## src/mopf_pkg.sv

```systemverilog
// Shared types, codes and the init command table for the page-mode frame buffer.
// Used by every module of the block; depends on nothing.
package mopf_pkg;

    // Action codes as they arrive on the input stream.
    localparam logic [2:0] ACT_PIXEL   = 3'd0;
    localparam logic [2:0] ACT_CLEAR   = 3'd1;
    localparam logic [2:0] ACT_ROW     = 3'd2;
    localparam logic [2:0] ACT_INIT    = 3'd3;
    localparam logic [2:0] ACT_REFRESH = 3'd4;
    localparam logic [2:0] ACT_FETCH   = 3'd5;

    // Operations handed from the front end to the back end.
    localparam logic [2:0] OP_NONE    = 3'd0;
    localparam logic [2:0] OP_PIXEL   = 3'd1;
    localparam logic [2:0] OP_CLEAR   = 3'd2;
    localparam logic [2:0] OP_ROW     = 3'd3;
    localparam logic [2:0] OP_INIT    = 3'd4;
    localparam logic [2:0] OP_REFRESH = 3'd5;
    localparam logic [2:0] OP_FETCH   = 3'd6;

    // Stream phases.
    localparam logic [1:0] PH_IDLE    = 2'd0;
    localparam logic [1:0] PH_INIT    = 2'd1;
    localparam logic [1:0] PH_REFRESH = 2'd2;

    localparam int         INIT_LEN       = 25;
    localparam logic [4:0] CONTRAST_SLOT  = 5'd17;
    localparam logic [7:0] CONTRAST_RESET = 8'd127;

    localparam logic [7:0] CMD_PAGE_BASE = 8'hB0;
    localparam logic [7:0] CMD_COL_LO    = 8'h00;
    localparam logic [7:0] CMD_COL_HI    = 8'h10;

    typedef struct packed {
        logic [2:0] op;
        logic [7:0] x;
        logic [3:0] page;
        logic [7:0] mask;
        logic       on;
    } cmd_t;

    typedef struct packed {
        logic       valid;
        logic [7:0] data_byte;
        logic       is_data;
        logic       last;
        logic       busy;
    } res_t;

    function automatic logic [7:0] init_byte(input logic [4:0] idx);
        logic [7:0] b;
        case (idx)
            5'd0:    b = 8'hAE;
            5'd1:    b = 8'hD5;
            5'd2:    b = 8'h80;
            5'd3:    b = 8'hA8;
            5'd4:    b = 8'h3F;
            5'd5:    b = 8'hD3;
            5'd6:    b = 8'h00;
            5'd7:    b = 8'h40;
            5'd8:    b = 8'h8D;
            5'd9:    b = 8'h14;
            5'd10:   b = 8'h20;
            5'd11:   b = 8'h02;
            5'd12:   b = 8'hA1;
            5'd13:   b = 8'hC8;
            5'd14:   b = 8'hDA;
            5'd15:   b = 8'h12;
            5'd16:   b = 8'h81;
            5'd17:   b = 8'h7F;
            5'd18:   b = 8'hD9;
            5'd19:   b = 8'hF1;
            5'd20:   b = 8'hDB;
            5'd21:   b = 8'h40;
            5'd22:   b = 8'hA4;
            5'd23:   b = 8'hA6;
            5'd24:   b = 8'hAF;
            default: b = 8'h00;
        endcase
        return b;
    endfunction

endpackage

```

## src/mopf_front.sv

```systemverilog
// Front end: takes input requests, checks bounds and turns them into back-end operations.
// Depends on mopf_pkg.
module mopf_front #(
    parameter int COLUMNS    = 128,
    parameter int PAGE_COUNT = 8
) (
    input  logic           s_tvalid,
    output logic           s_tready,
    input  logic [15:0]    s_tdata,   // pixel_x[7:0], pixel_y[14:8], pixel_on[15]
    input  logic [2:0]     s_tuser,   // action[2:0]
    input  logic           q_full,
    input  logic           booting,
    output logic           push,
    output mopf_pkg::cmd_t cmd
);
    import mopf_pkg::*;

    localparam logic [8:0] COL_LIMIT = 9'(COLUMNS);
    localparam logic [7:0] ROW_LIMIT = 8'(PAGE_COUNT * 8);

    logic [7:0] px;
    logic [6:0] py;
    logic       x_ok;
    logic       y_ok;

    assign px   = s_tdata[7:0];
    assign py   = s_tdata[14:8];
    assign x_ok = {1'b0, px} < COL_LIMIT;
    assign y_ok = {1'b0, py} < ROW_LIMIT;

    assign s_tready = !q_full && !booting;
    assign push     = s_tvalid && s_tready;

    always_comb
    begin
        cmd.x    = px;
        cmd.page = py[6:3];
        cmd.mask = 8'd1 << py[2:0];
        cmd.on   = s_tdata[15];
        case (s_tuser)
            ACT_PIXEL:   cmd.op = (x_ok && y_ok) ? OP_PIXEL : OP_NONE;
            ACT_CLEAR:   cmd.op = OP_CLEAR;
            ACT_ROW:     cmd.op = y_ok ? OP_ROW : OP_NONE;
            ACT_INIT:    cmd.op = OP_INIT;
            ACT_REFRESH: cmd.op = OP_REFRESH;
            ACT_FETCH:   cmd.op = OP_FETCH;
            default:     cmd.op = OP_NONE;
        endcase
        // A row line starts at the first column of its page.
        if (s_tuser == ACT_ROW)
        begin
            cmd.x = 8'd0;
        end
    end

endmodule

```

## config.mk

```make
export PLATFORM = sky130hd
export DESIGN_NAME = mopf_front
export DESIGN_NICKNAME = d
export VERILOG_FILES = /design/src/mopf_pkg.sv /design/src/mopf_front.sv
export SDC_FILE = /design/constraint.sdc
export NUM_CORES = 1
export LEC_CHECK = 0
export ABC_AREA = 1
export BUFFER_PORTS_ARGS = -buffer_cell sky130_fd_sc_hd__buf_2
export CAP_MARGIN = 20
export CORE_AREA = 2 2 39 41
export DETAILED_ROUTE_END_ITERATION = 7
export DIE_AREA = 0 0 41 43
export PLACE_DENSITY_LB_ADDON = 0.12
export RECOVER_POWER = 25
export SETUP_SLACK_MARGIN = 0.2
export SLEW_MARGIN = 20
export SYNTH_ARGS = -nofsm -noshare
export SYNTH_HDL_FRONTEND = slang
export SYNTH_SLANG_ARGS = --single-unit
export TNS_END_PERCENT = 30
```

## constraint.sdc

```tcl
create_clock -name vclk -period 1.3
set_clock_uncertainty 0.2 [all_clocks]
set_input_delay 0.26 -clock vclk [all_inputs]
set_output_delay 0.26 -clock vclk [all_outputs]
set_load 0.02 [all_outputs]
```

==> run_results.csv <==
group,metric,value,unit
status,status,"complete, no violations",
setup_path,cp.arrival,0.83,ns
detailed_routing,drcViolationCount,0,
global_routing,antenna_found_initial,0,
setup_path,worstPathMaxFanout,8,
synthesis,syn-cell-area,235,um^2
global_routing,first_global_vias,291,
synthesis,synth_fp_nets,71,
final_layout,regArea,0,um^2
final_layout,area_delta_synth_final,201,%
detailed_routing,wl,929,um
sta,fmax,0.775,GHz
placed_design,numPortBuffers,40,
final_layout,design.seq.count,0,
pwr,power.density,377,nW/um^2
global_routing,grt_pass1_wl,1.13,mm
flow_run,max_cap_viol_count,0,
floorplan,die_w,41,um
pwr,pwr-share-clk,0,%
sta,rsz0062_at_grt,"yes",
clock_network,post_cts_buffers,0,
detailed_routing,via_count,416,
placed_design,placed_cell_area,443,um^2
floorplan,rows,14,
pwr,p_seq_share,0,%
synthesis,synth_compound_area_share,2.13,%
final_layout,multi_input_area,213,um^2
synthesis,synth-simple-area-share,59.6,%
setup_path,required,0.84,ns
global_routing,grt_remaining_overflow,0,
sta,tightest_slew,0.147,ns
setup_path,worst_setup_path_start_kind,"input pin",
global_routing,grt_max_degree,9,
setup_path,path_class,"in -> out",
detailed_routing,viasPerCell,4.08,
pwr,netSwitchingPower,0.134,mW
synthesis,synth.area.mux_share,0,%
synthesis,ys_warn_count,0,
detailed_routing,post_drt_wl_per_cell,9.11,um
sta,timing.final.crit_share,99.2,%
pwr,p_comb_share,100.0,%
synthesis,synthCells,49,
synthesis,synth_fa_ha_area_share,0,%
clock_network,cts_hold_buf,0,
detailed_routing,first_pass_iters,3,
sta,setup_violations,0,
floorplan,die_y,43,um
pwr,swShare,50.2,%
sta,slew_headroom,90.2,%
final_layout,num_antenna_cells,0,
final_layout,drive_above_1_share,80.2,%
synthesis,ys_types,11,
floorplan,start_util,17.0,%
pwr,power_leakage,0.397,nW
sta,slew_viol_final,0,
placed_design,dp_slack,-0.0432,ns
sta,hold_ws,0.320,ns
placed_design,dpl.hpwl,667,um
worst_hold_path,holdPathEnd,"cmd[0]",
final_layout,nets,110,
worst_hold_path,hold_depth,0,
final_layout,design_area,707,um^2
worst_hold_path,hold_path_class,"in -> out",
floorplan,io_pins,48,
pwr,p_int,0.133,mW
synthesis,avgSynthCellArea,4.80,um^2
worst_hold_path,worstHoldStart,"s_tdata[15]",
setup_path,end_kind,"primary output",
pwr,vdd_drop_max,0.000149,V
global_routing,grtUsageTotal,8.39,%
sta,setup_ws,0.00988,ns
synthesis,synth-seq-area-share,0,%
floorplan,core-area,1380,um^2
placed_design,gp_congestion,0.631,
synthesis,synth_top_family_by_area,"simple AND/OR/NAND/NOR gates",
detailed_routing,drt_iter0_drc,1,
final_layout,clockBufferCount,0,
sta,period_minus_slack,1.29,ns
floorplan,dieArea,1760,um^2
final_layout,fill_cells,140,
detailed_routing,ant_nets,0,
sta,final.setup.tns,0,ns
sta,hold_viol_final,0,
synthesis,synth_xor_xnor_area_share,0,%
## layout by cell type (no fill, tap or decap), drive strengths merged
master,instances
buf,42
clkinv,2
nand2,15
inv,12
nand3,2
o21ai,1
nor3,8
nor3b,1
nor2,3
## stage by stage
stage	util [%]	power, mW	instances
3_5_place_dp	32.0	0.172	102
2_1_floorplan	-	0.113	49
4_1_cts	36.5	0.199	102
5_1_grt	51.1	0.285	102
6_report	51.1	0.267	102
3_3_place_gp	32.0	0.172	102
## how the worst max path moves through the flow
| stage | to | depth (start not counted) | start |
|---|---|---|---|
| floorplan | cmd[4] | 2 | s_tdata[8] |
| global placement | cmd[21] | 6 | s_tuser[2] |
| detailed placement | cmd[21] | 6 | s_tuser[2] |
| CTS | cmd[15] | 7 | s_tuser[1] |
| global route | cmd[16] | 6 | s_tuser[0] |
| finish | cmd[16] | 6 | s_tuser[0] |
## worst max-delay path, cell delays in order
cell	delay (ns)
buf_8	0.10
nor2_4	0.12
nand2_4	0.10
nand2_2	0.09
inv_2	0.03
buf_6	0.12
## routing by layer
layer	up-vias	routed length (um)	global-route usage (%)
li1	215	-	-
met1	182	310	11.1
met2	19	542	15.0
met3	0	77	0.524
met4	0	0	0
met5	-	0	0
## logic make-up (layout without fill, tap and decap cells)
| family | count (synthesis) | in the layout |
|---|---|---|
| AND/OR/NAND/NOR | 29 | 29 |
| buffers and inverters | 19 | 56 |
| AO/OA/AOI/OAI | 1 | 1 |
## synthesized netlist by cell type (all sizes together)
cell    n  share of area [%]
nor2    3                8.0
nand2  15                 27
nand3   2                4.3
nor3b   1                3.2
inv    14                 22
buf     5                 16
nor3    8                 17
o21ai   1                2.1
## cell type report
cell class	count	area share, %
tap	16	2.83
timing repair buffer	42	54.0
multi-input combinational	30	30.1
inverter	14	13.1
## power groups by stage
| stage | clock network [mW] | registers, mW | logic, mW |
|---|---|---|---|
| 2_1_floorplan | 0 | 0 | 0.113 |
| 3_3_place_gp | 0 | 0 | 0.172 |
| 3_5_place_dp | 0 | 0 | 0.172 |
| 4_1_cts | 0 | 0 | 0.199 |
| 5_1_grt | 0 | 0 | 0.285 |
| 6_report | 0 | 0 | 0.267 |
## repair_timing
action,CTS,global route
pin swaps,9,19
endpoints found under the setup margin,20,21
resized for setup,20,66
cloned,0,0
Power figures use the tool's default switching activity.
