[config.mk]
export PLATFORM = sky130hd
export DESIGN_NAME = mopf_queue
export DESIGN_NICKNAME = d
export VERILOG_FILES = /design/src/mopf_pkg.sv /design/src/mopf_queue.sv
export SDC_FILE = /design/constraint.sdc
export NUM_CORES = 1
export LEC_CHECK = 0
export ABC_AREA = 1
export BUFFER_PORTS_ARGS = -buffer_cell sky130_fd_sc_hd__buf_2
export CORE_ASPECT_RATIO = 1.5
export CORE_MARGIN = 2
export CORE_UTILIZATION = 55
export CTS_BUF_LIST = sky130_fd_sc_hd__clkbuf_4
export DETAILED_ROUTE_END_ITERATION = 10
export PLACE_DENSITY_LB_ADDON = 0.2
export SYNTH_ARGS = -nofsm -noshare
export SYNTH_HDL_FRONTEND = slang
export SYNTH_SLANG_ARGS = --single-unit
export TNS_END_PERCENT = 100
[constraint.sdc]
create_clock -name clk -period 5 [get_ports clk]
set_input_delay 0 -clock clk [delete_from_list [all_inputs] [get_ports clk]]
set_output_delay 0 -clock clk [all_outputs]
set_load 0.01 [all_outputs]
[src/mopf_pkg.sv]
// Shared types, codes and the init command table for the page-mode frame buffer.
// Used by every module of the block; depends on nothing.
package mopf_pkg;

    // Action codes as they arrive on the input stream.
    localparam logic [2:0] ACT_PIXEL   = 3'd0;
    localparam logic [2:0] ACT_CLEAR   = 3'd1;
    localparam logic [2:0] ACT_ROW     = 3'd2;
    localparam logic [2:0] ACT_INIT    = 3'd3;
    localparam logic [2:0] ACT_REFRESH = 3'd4;
    localparam logic [2:0] ACT_FETCH   = 3'd5;

    // Operations handed from the front end to the back end.
    localparam logic [2:0] OP_NONE    = 3'd0;
    localparam logic [2:0] OP_PIXEL   = 3'd1;
    localparam logic [2:0] OP_CLEAR   = 3'd2;
    localparam logic [2:0] OP_ROW     = 3'd3;
    localparam logic [2:0] OP_INIT    = 3'd4;
    localparam logic [2:0] OP_REFRESH = 3'd5;
    localparam logic [2:0] OP_FETCH   = 3'd6;

    // Stream phases.
    localparam logic [1:0] PH_IDLE    = 2'd0;
    localparam logic [1:0] PH_INIT    = 2'd1;
    localparam logic [1:0] PH_REFRESH = 2'd2;

    localparam int         INIT_LEN       = 25;
    localparam logic [4:0] CONTRAST_SLOT  = 5'd17;
    localparam logic [7:0] CONTRAST_RESET = 8'd127;

    localparam logic [7:0] CMD_PAGE_BASE = 8'hB0;
    localparam logic [7:0] CMD_COL_LO    = 8'h00;
    localparam logic [7:0] CMD_COL_HI    = 8'h10;

    typedef struct packed {
        logic [2:0] op;
        logic [7:0] x;
        logic [3:0] page;
        logic [7:0] mask;
        logic       on;
    } cmd_t;

    typedef struct packed {
        logic       valid;
        logic [7:0] data_byte;
        logic       is_data;
        logic       last;
        logic       busy;
    } res_t;

    function automatic logic [7:0] init_byte(input logic [4:0] idx);
        logic [7:0] b;
        case (idx)
            5'd0:    b = 8'hAE;
            5'd1:    b = 8'hD5;
            5'd2:    b = 8'h80;
            5'd3:    b = 8'hA8;
            5'd4:    b = 8'h3F;
            5'd5:    b = 8'hD3;
            5'd6:    b = 8'h00;
            5'd7:    b = 8'h40;
            5'd8:    b = 8'h8D;
            5'd9:    b = 8'h14;
            5'd10:   b = 8'h20;
            5'd11:   b = 8'h02;
            5'd12:   b = 8'hA1;
            5'd13:   b = 8'hC8;
            5'd14:   b = 8'hDA;
            5'd15:   b = 8'h12;
            5'd16:   b = 8'h81;
            5'd17:   b = 8'h7F;
            5'd18:   b = 8'hD9;
            5'd19:   b = 8'hF1;
            5'd20:   b = 8'hDB;
            5'd21:   b = 8'h40;
            5'd22:   b = 8'hA4;
            5'd23:   b = 8'hA6;
            5'd24:   b = 8'hAF;
            default: b = 8'h00;
        endcase
        return b;
    endfunction

endpackage

[src/mopf_queue.sv]
// Two-entry operation queue between the front and back ends.
// Depends on mopf_pkg.
module mopf_queue (
    input  logic           clk,
    input  logic           rst_n,
    input  logic           push,
    input  mopf_pkg::cmd_t cmd_in,
    output logic           full,
    input  logic           pop,
    output logic           valid,
    output mopf_pkg::cmd_t cmd_out
);
    import mopf_pkg::*;

    cmd_t       entries_reg [2];
    logic       wr_ptr_reg;
    logic       wr_ptr_next;
    logic       rd_ptr_reg;
    logic       rd_ptr_next;
    logic [1:0] count_reg;
    logic [1:0] count_next;

    assign full    = count_reg == 2'd2;
    assign valid   = count_reg != 2'd0;
    assign cmd_out = entries_reg[rd_ptr_reg];

    always_comb
    begin
        wr_ptr_next = push ? !wr_ptr_reg : wr_ptr_reg;
        rd_ptr_next = pop ? !rd_ptr_reg : rd_ptr_reg;
        count_next  = count_reg + {1'b0, push} - {1'b0, pop};
    end

    always_ff @(posedge clk or negedge rst_n)
    begin
        if (!rst_n)
        begin
            wr_ptr_reg <= 1'b0;
            rd_ptr_reg <= 1'b0;
            count_reg  <= 2'd0;
        end
        else
        begin
            wr_ptr_reg <= wr_ptr_next;
            rd_ptr_reg <= rd_ptr_next;
            count_reg  <= count_next;
        end
    end

    always_ff @(posedge clk)
    begin
        if (push)
        begin
            entries_reg[wr_ptr_reg] <= cmd_in;
        end
    end

endmodule

==> flow_results.org, run 1 <==
** Outcome
- The flow ran to the end, and the final reports show no timing, DRC or antenna violations.

** STA
- Post-route clock skew :: ~0.014 ns
- Timing would allow up to 0.555 GHz.
- Of the available clock period, the critical path in the final layout requires between 30% and 40%.
- Counting I/O delays and the setup requirement, the final critical path takes roughly 1.8 ns.
- The number of hold violations in the final report came to 0.
- Setup repair after global routing missed its margin :: false
- Count of endpoints failing setup in the final report :: 0
- Measured against its own limit, the worst slew margin works out to between 20% and 30%.
- Final sum of negative setup slack :: 0 ns
- Max-slew violation count :: 0
- Hold slack final :: about 0.35 ns
- At the pin with the least slew margin, the transition time is 1.18 ns.

** Clock tree
- Reg clk slew, reported paths :: about 0.14 ns
- Resized cells post-CTS :: 0
- Counting along the longest clock path gives a buffer depth of 2.
- The tree is rooted in a clkbuf_4.
- Insertion delay of the later-clocked pin in the worst-skew pair :: 0.37 ns
- H-tree Lvls :: 2
- TritonCTS built the clock tree.
- Count of clock tree sinks :: 52
- In this run, CTS created clock tree buffers numbering 5.

** Detailed routing
- Vias :: approximately 1300
- Antenna-violating nets left :: 0
- For this block, the initial DRC count from the detailed router was 31.
- The first TritonRoute pass finished after 5 iterations.
- Post-DR wirelength/cell :: about 12 microns
- Summed over all layers, the routed wires come to roughly 3400 microns.
- DRC violation count after routing :: 0
- In the routed layout, each cell is associated on average with a via count of 4.82.

** Global route
- The number of antenna violations at the first check in global routing came to 0.
- In the global route stage, overall resource usage came out at between 10% and 20%.
- Via count of the first global-routing pass :: ~1400
- Entering global routing, the biggest net connects 50 pins.
- After global routing the overflow that remains totals 0.
- Wire length of the first global-routing pass :: roughly 5700 microns

** Run
- The tool flagged a number of max-cap violations equal to 0.

** Floorplan
- Core outline area :: ~3600 sq um
- Horizontal extent of the die :: 53.5 microns
- Starting Density :: roughly 56%
- Top Ports :: 54
- Measured along the y axis, the die boundary spans around 78 microns.
- Row count :: 27
- Die area :: about 4200 sq um

** Setup path
- At the worst endpoint, the required time is roughly 5 ns.
- Slowest cell on the critical path :: dfrtp_2
- STA classifies the critical path endpoint as a primary output.
- The worst setup path is launched from a register.
- The largest single stage delay on the critical path is 0.95 ns.
- Data arrives at the worst endpoint at roughly 1.8 ns.
- Crit-path cells :: o21ai_0, buf_2
- Cell family with most CP delay :: flip-flops
- Critical setup path kind :: reg2out
- Of all nets on the critical path, the largest fanout is 49.
- Bufs and invs on worst path :: 1

** Finish
- Number of antenna diodes :: 0
- Number of standard cells in the layout, taps in and fillers out :: ~280
- Flip-flop count of the largest register after layout :: between 40 and 50
- In the final layout, the share of cells above drive strength 1 is ~31%.
- Once layout is done, the placed cells without fillers occupy approximately 2700 sq um.
- The filler cells instantiated in the layout total approximately 250.
- Area overhead of the layout relative to synthesis :: 32.0%
- Share of the core filled with cells in the final layout :: between 70% and 80%
- Nets :: ~260

** Power
- Per report_power, the sequential group accounts for between 50% and 60% of the total.
- The internal power of the cells totals between 0.8 and 0.9 mW.
- Largest vdd supply drop :: ~550 uV
- Dividing total power by cell area gives a power density of 476 nW/um^2.
- Net switching power :: 0.420 mW
- Share of total power consumed by net switching :: about 33%
- Part of the power in combinational logic :: a little under 30%
- Leakage Power :: approximately 1.2 nW
- Clock group share of total power :: 18.1%

** Synthesis
- Largest cells by area after synthesis :: edfxtp_1 71%, inv_1 5.8%, nand2_1 5.8%
- Proportion of netlist area held by the largest area contributor :: a little under three quarters
- Post-synthesis instance area :: 2020 sq um
- Synthesis produced 150 cells.
- Synth Area per Inst :: between 10 and 15 sq um
- Flops & latches, synth :: between 50 and 60
- Synthesis produced a netlist with a net count of between 150 and 200.
- Register area share after synthesis :: 76.2%
- Synth warnings :: 0
- The netlist uses 13 different library cells.
- edfxtp_1 takes more of the synthesized area than any other cell.

** Placed design
- # placed instances :: between 200 and 250
- Placement Cell Area :: between 2000 and 2500 sq um
- Final RePlAce weighted congestion :: between 0.6 and 0.7
- Once detailed placement completed, the half-perimeter wirelength came to around 2100 microns.
- In this run the tool buffered the top-level ports with 53 buffer cells.

** Worst hold path
- The tightest min-delay check is of the in2reg type.
-- cell families after synthesis --
group,Yosys count,share of synthesized area (%)
compound gates,24,7.79
xor+xnor,2,0.866
buf+inv,36,7.54
fa+ha+maj,2,1.24
flops,52,76.2
simple gates,34,6.37
-- per-stage QoR --
| step | power (mW) | worst slack [ns] |
|---|---|---|
| 3_3_place_gp | 1.02 | 3.28 |
| 6_report | 1.27 | 3.20 |
| 3_5_place_dp | 1.04 | 3.22 |
| 5_1_grt | 1.36 | 3.07 |
| 2_1_floorplan | 0.901 | 3.16 |
| 4_1_cts | 1.28 | 3.20 |
-- placed cells by master (no fill, tap or decap) --
cell type       n
clkbuf_4        6
nor2_2          1
inv_1          31
clkinv_2        1
dlygate4sd3_1  28
o21ai_0        14
buf_2          53
nand2_1        31
xor2_1          2
dfrtp_2         1
o21ai_2        10
bufinv_16       1
edfxtp_1       48
dfrtp_1         3
nand3_1         1
ha_1            2
nor2_1          1
-- final cells by class --
| type | count | area, sq um | area share [%] |
|---|---|---|---|
| clock buffer | 6 | 45.0 | 1.69 |
| inverter | 31 | 116 | 4.36 |
| tap | 43 | 53.8 | 2.01 |
| sequential | 52 | 1540 | 57.8 |
| clock inverter | 2 | 35.0 | 1.31 |
| timing repair buffer | 81 | 546 | 20.4 |
| multi-input combinational | 62 | 332 | 12.4 |
-- metal layers --
metal / track usage [%] / routed length (microns)
met3: 5.51 / 195
met4: 9.74 / 91
met1: 19.6 / 1180
met5: 0 / 0
met2: 33.6 / 1880
-- timing repair --
action | in CTS | in global routing
hold buffers | 28 | 0
hold endpoints to repair | 55 | 0
setup buffers | 0 | 0
-- power groups by stage --
| stage | logic [mW] | registers, mW | clock network, mW |
|---|---|---|---|
| final | 0.376 | 0.666 | 0.230 |
| after global routing | 0.426 | 0.683 | 0.253 |
| after CTS | 0.381 | 0.668 | 0.235 |
| after detailed placement | 0.362 | 0.679 | 0 |
| after global placement | 0.353 | 0.671 | 0 |
| after floorplan | 0.288 | 0.612 | 0 |
-- cells in the mapped netlist --
cell,instances
inv_1,31
buf_6,1
o21ai_2,10
edfxtp_1,48
o21ai_0,14
nor2_1,2
nand3_1,1
nand2_1,31
buf_4,2
dfrtp_1,4
ha_1,2
buf_2,2
xor2_1,2
-- path summary, 6_finish.rpt --
kind | from | endpoint | slack [ns] | depth (start not counted)
setup / recovery | rd_ptr_reg | cmd_out[1] | 3.20 | 2
hold / removal | cmd_in[9] | entries_reg[1][9] | 0.35 | 2
setup reg to reg | wr_ptr_reg | entries_reg[0][12] | 3.25 | 1
hold reg to reg | wr_ptr_reg | wr_ptr_reg | 0.56 | 1
max in group asynchronous | rst_n | rd_ptr_reg | 4.31 | 3
min in group asynchronous | rst_n | rd_ptr_reg | 0.51 | 3
Note: power is estimated with default switching activity, not from simulation.
==> run 2, diff against run 1 <==
CORE_UTILIZATION = 48   (was 55)
clock period = 1.5 ns   (was 5 ns; I/O delays follow)
==> run 2 against run 1 <==
Net effect: worst hold slack gained 0.014 ns; clock skew shrank 0.0046 ns; combinational power grew to 4.3 times the previous value.
==> flow_results.org, run 2 (synthesis results as in run 1) <==
** Floorplan
- Die area :: about 4800 sq um
- Once the floorplan was initialized, standard cells occupied 50.7% of the core.
- Horizontal extent of the die :: around 57 microns
- Top Ports :: 54
- Row count :: 28
- The core region is between 3000 and 4000 sq um.
- Die Height :: 83.5 microns

** Clock tree
- Resized cells post-CTS :: 0
- For the worst-skew pair, the clock arrives at the later sink with an insertion delay of about 0.35 ns.
- Clock-pin slew was measured on the worst setup and hold paths at roughly 0.12 ns.
- Root buffer selected by CTS :: clkbuf_4
- Buffer depth of the longest clock path :: 2
- Hold-fix buffers, CTS :: 28
- Count of clock tree sinks :: 52
- TritonCTS created 5 clock buffers.
- CTS tree :: built
- H-tree Lvls :: 2
- Setup bufs post-CTS :: 0

** Finish
- Fill count :: between 300 and 400
- The library cell used most frequently in the layout, excluding fill and tap cells, is buf_2.
- Relative to the synthesized area, the layout overhead comes to 34.4%.
- Commonest non-fill, non-tap cells in the layout :: 53 x buf_2, 48 x edfxtp_1, 31 x inv_1, 31 x nand2_1, 28 x dlygate4sd3_1
- Flip-flop count of the largest register after layout :: 48
- In the final design database the tool counted about 270 nets.
- Final design area excluding fillers :: 2720 sq um
- Fraction of layout instances using a drive strength above 1 :: around 33%
- Number of antenna diodes :: 0

** Setup path
- In this run the worst path has a maximum fanout of 32.
- Data on the critical path is required at its endpoint by around 1.5 ns.
- Critical Path Max Stage Delay :: 0.44 ns
- For flop-to-flop paths, the worst setup slack is between 0.2 and 0.3 ns.
- Slowest cell on the critical path :: dfrtp_2
- The signal on the critical path passes through buf_12, o21ai_0, buf_2.
- The startpoint identified for the worst register-to-register timing path is count_reg[0].
- Bufs and invs on worst path :: 2
- Crit path launch type :: register
- The critical path starts at rd_ptr_reg.
- The critical path is of the reg2out type.
- At the worst endpoint, the arrival time is about 1.3 ns.
- Endpoint kind of the worst setup timing path :: primary output
- The kind of cell with the highest combined delay along the critical path is flip-flops.

** Detailed routing
- For this run, design rule violations remaining after detail routing come to 0.
- Dividing the detail-routed via count by the number of cells gives between 4 and 5.
- The detail route stage leaves a number of antenna-violating nets equal to 0.
- The detailed router placed between 1000 and 1500 vias in this run.
- Post-DR wirelength/cell :: around 12 microns
- The final layout contains routed wiring with a total length of 3470 microns.
- In this run, the number of DRC markers left after iteration 0 of detailed routing was 41.
- Pre-antenna DRT Iters :: 4

** Outcome
- Result of the run :: complete, no violations

** STA
- The worst pin sits at a relative slew slack of a little under nine tenths.
- The clock period could shrink to between 1 and 1.5 ns.
- Count of endpoints failing setup in the final report :: 0
- Derived from the worst setup path, the maximum achievable clock frequency is between 0.7 and 0.8 GHz.
- In the final timing run, aggregate negative setup slack is 0 ns.
- Worst setup margin :: roughly 0.17 ns
- Max-slew violation count :: 0
- Post-route clock skew :: slightly below 0.01 ns
- The final critical path takes up approximately nine tenths of the cycle.
- Setup repair after global routing missed its margin :: false
- Number of hold violations in the final report :: 0
- Slew of the pin with the lowest slew margin :: 0.205 ns

** Global route
- For this run, the total global-route usage over all layers was measured as about 16%.
- Gr ovfl total :: 0
- Number of antenna violations at the first check in global routing :: 0
- Entering global routing, the biggest net connects 33 pins.
- The via count of the first global-routing pass is 1410.
- Wire length of the first global-routing pass :: 5770 microns

** Placed design
- Routability-driven placement finished with a final weighted congestion of between 0.6 and 0.7.
- Setup Slack @ Placement :: 0.301 ns
- The HPWL after detailed placement is about 2500 microns.
- Number of port buffers :: 53
- Placement Cell Area :: between 2000 and 2500 sq um

** Power
- Summed over all cells, the static leakage comes to around 1.2 nW.
- Net switching is between 30 and 40% of the power.
- Internal power comes to around 2.8 mW.
- The analysis attributes to net switching a power of roughly 1.4 mW.
- The clock network burns between 10% and 20% of the power.
- Sequential Power Share :: approximately half
- Dividing total power by cell area gives a power density of ~1600 nW/um^2.
- VDD sags by at most 1120 uV.
- Part of the power in combinational logic :: 37.8%

** Run
- Max-cap viol count :: 0

** Worst hold path
- Worst Hold Launch :: cmd_in[9]
- The path class of the tightest hold or removal check is in2reg.
==> run 2: worst reg2reg max path: stages (launching register included) <==
cell	delay (ns)
dfrtp_1	0.40
inv_1	0.08
ha_1	0.22
inv_1	0.06
ha_1	0.16
inv_1	0.05
nand2_1	0.08
nand2_1	0.06
==> run 2: final timing paths <==
path                                     endpoint  cells past startpoint
worst max-delay path                   cmd_out[2]                      3
max in group asynchronous              rd_ptr_reg                      3
worst min-delay path            entries_reg[1][9]                      2
min in group asynchronous              wr_ptr_reg                      3
worst min register to register         wr_ptr_reg                      1
worst max register to register       count_reg[1]                      7
==> run 2: layout make-up <==
cell class | count | area [sq um] | area share, %
Clock buffer | 7 | 52.6 | 1.93
Clock inverter | 1 | 3.75 | 0.138
Inverter | 31 | 116 | 4.28
Multi-Input combinational cell | 62 | 332 | 12.2
Sequential cell | 52 | 1540 | 56.7
Tap cell | 45 | 56.3 | 2.07
Timing Repair Buffer | 87 | 616 | 22.6
==> run 2: stage by stage <==
| stage | utilization, % | power (mW) | cells | hold slack (ns) |
|---|---|---|---|---|
| 6_report | 68.1 | 4.23 | 285 | 0.363 |
| 5_1_grt | 68.1 | 4.49 | 285 | 0.356 |
| 4_1_cts | 68.1 | 4.29 | 285 | 0.349 |
| 3_5_place_dp | 59.6 | 3.64 | 249 | -0.191 |
| 3_3_place_gp | 59.6 | 3.56 | 249 | -0.190 |
| 2_1_floorplan | - | 3.00 | 150 | -0.296 |
==> run 2: power groups by stage <==
stage	Clock [mW]	Combinational (mW)	Sequential, mW
2_1_floorplan	0	0.963	2.04
3_3_place_gp	0	1.51	2.05
3_5_place_dp	0	1.57	2.07
4_1_cts	0.625	1.63	2.03
5_1_grt	0.661	1.77	2.06
6_report	0.599	1.60	2.03
==> run 2: routing by layer <==
metal  global-route usage (%)  share of wire, %  vias to the layer above
met3                     3.57               4.1                        9
met4                     6.98               2.4                        0
met2                     29.8                56                       37
met5                        0                 0                        -
li1                         -                 -                      670
met1                     15.7                38                      607
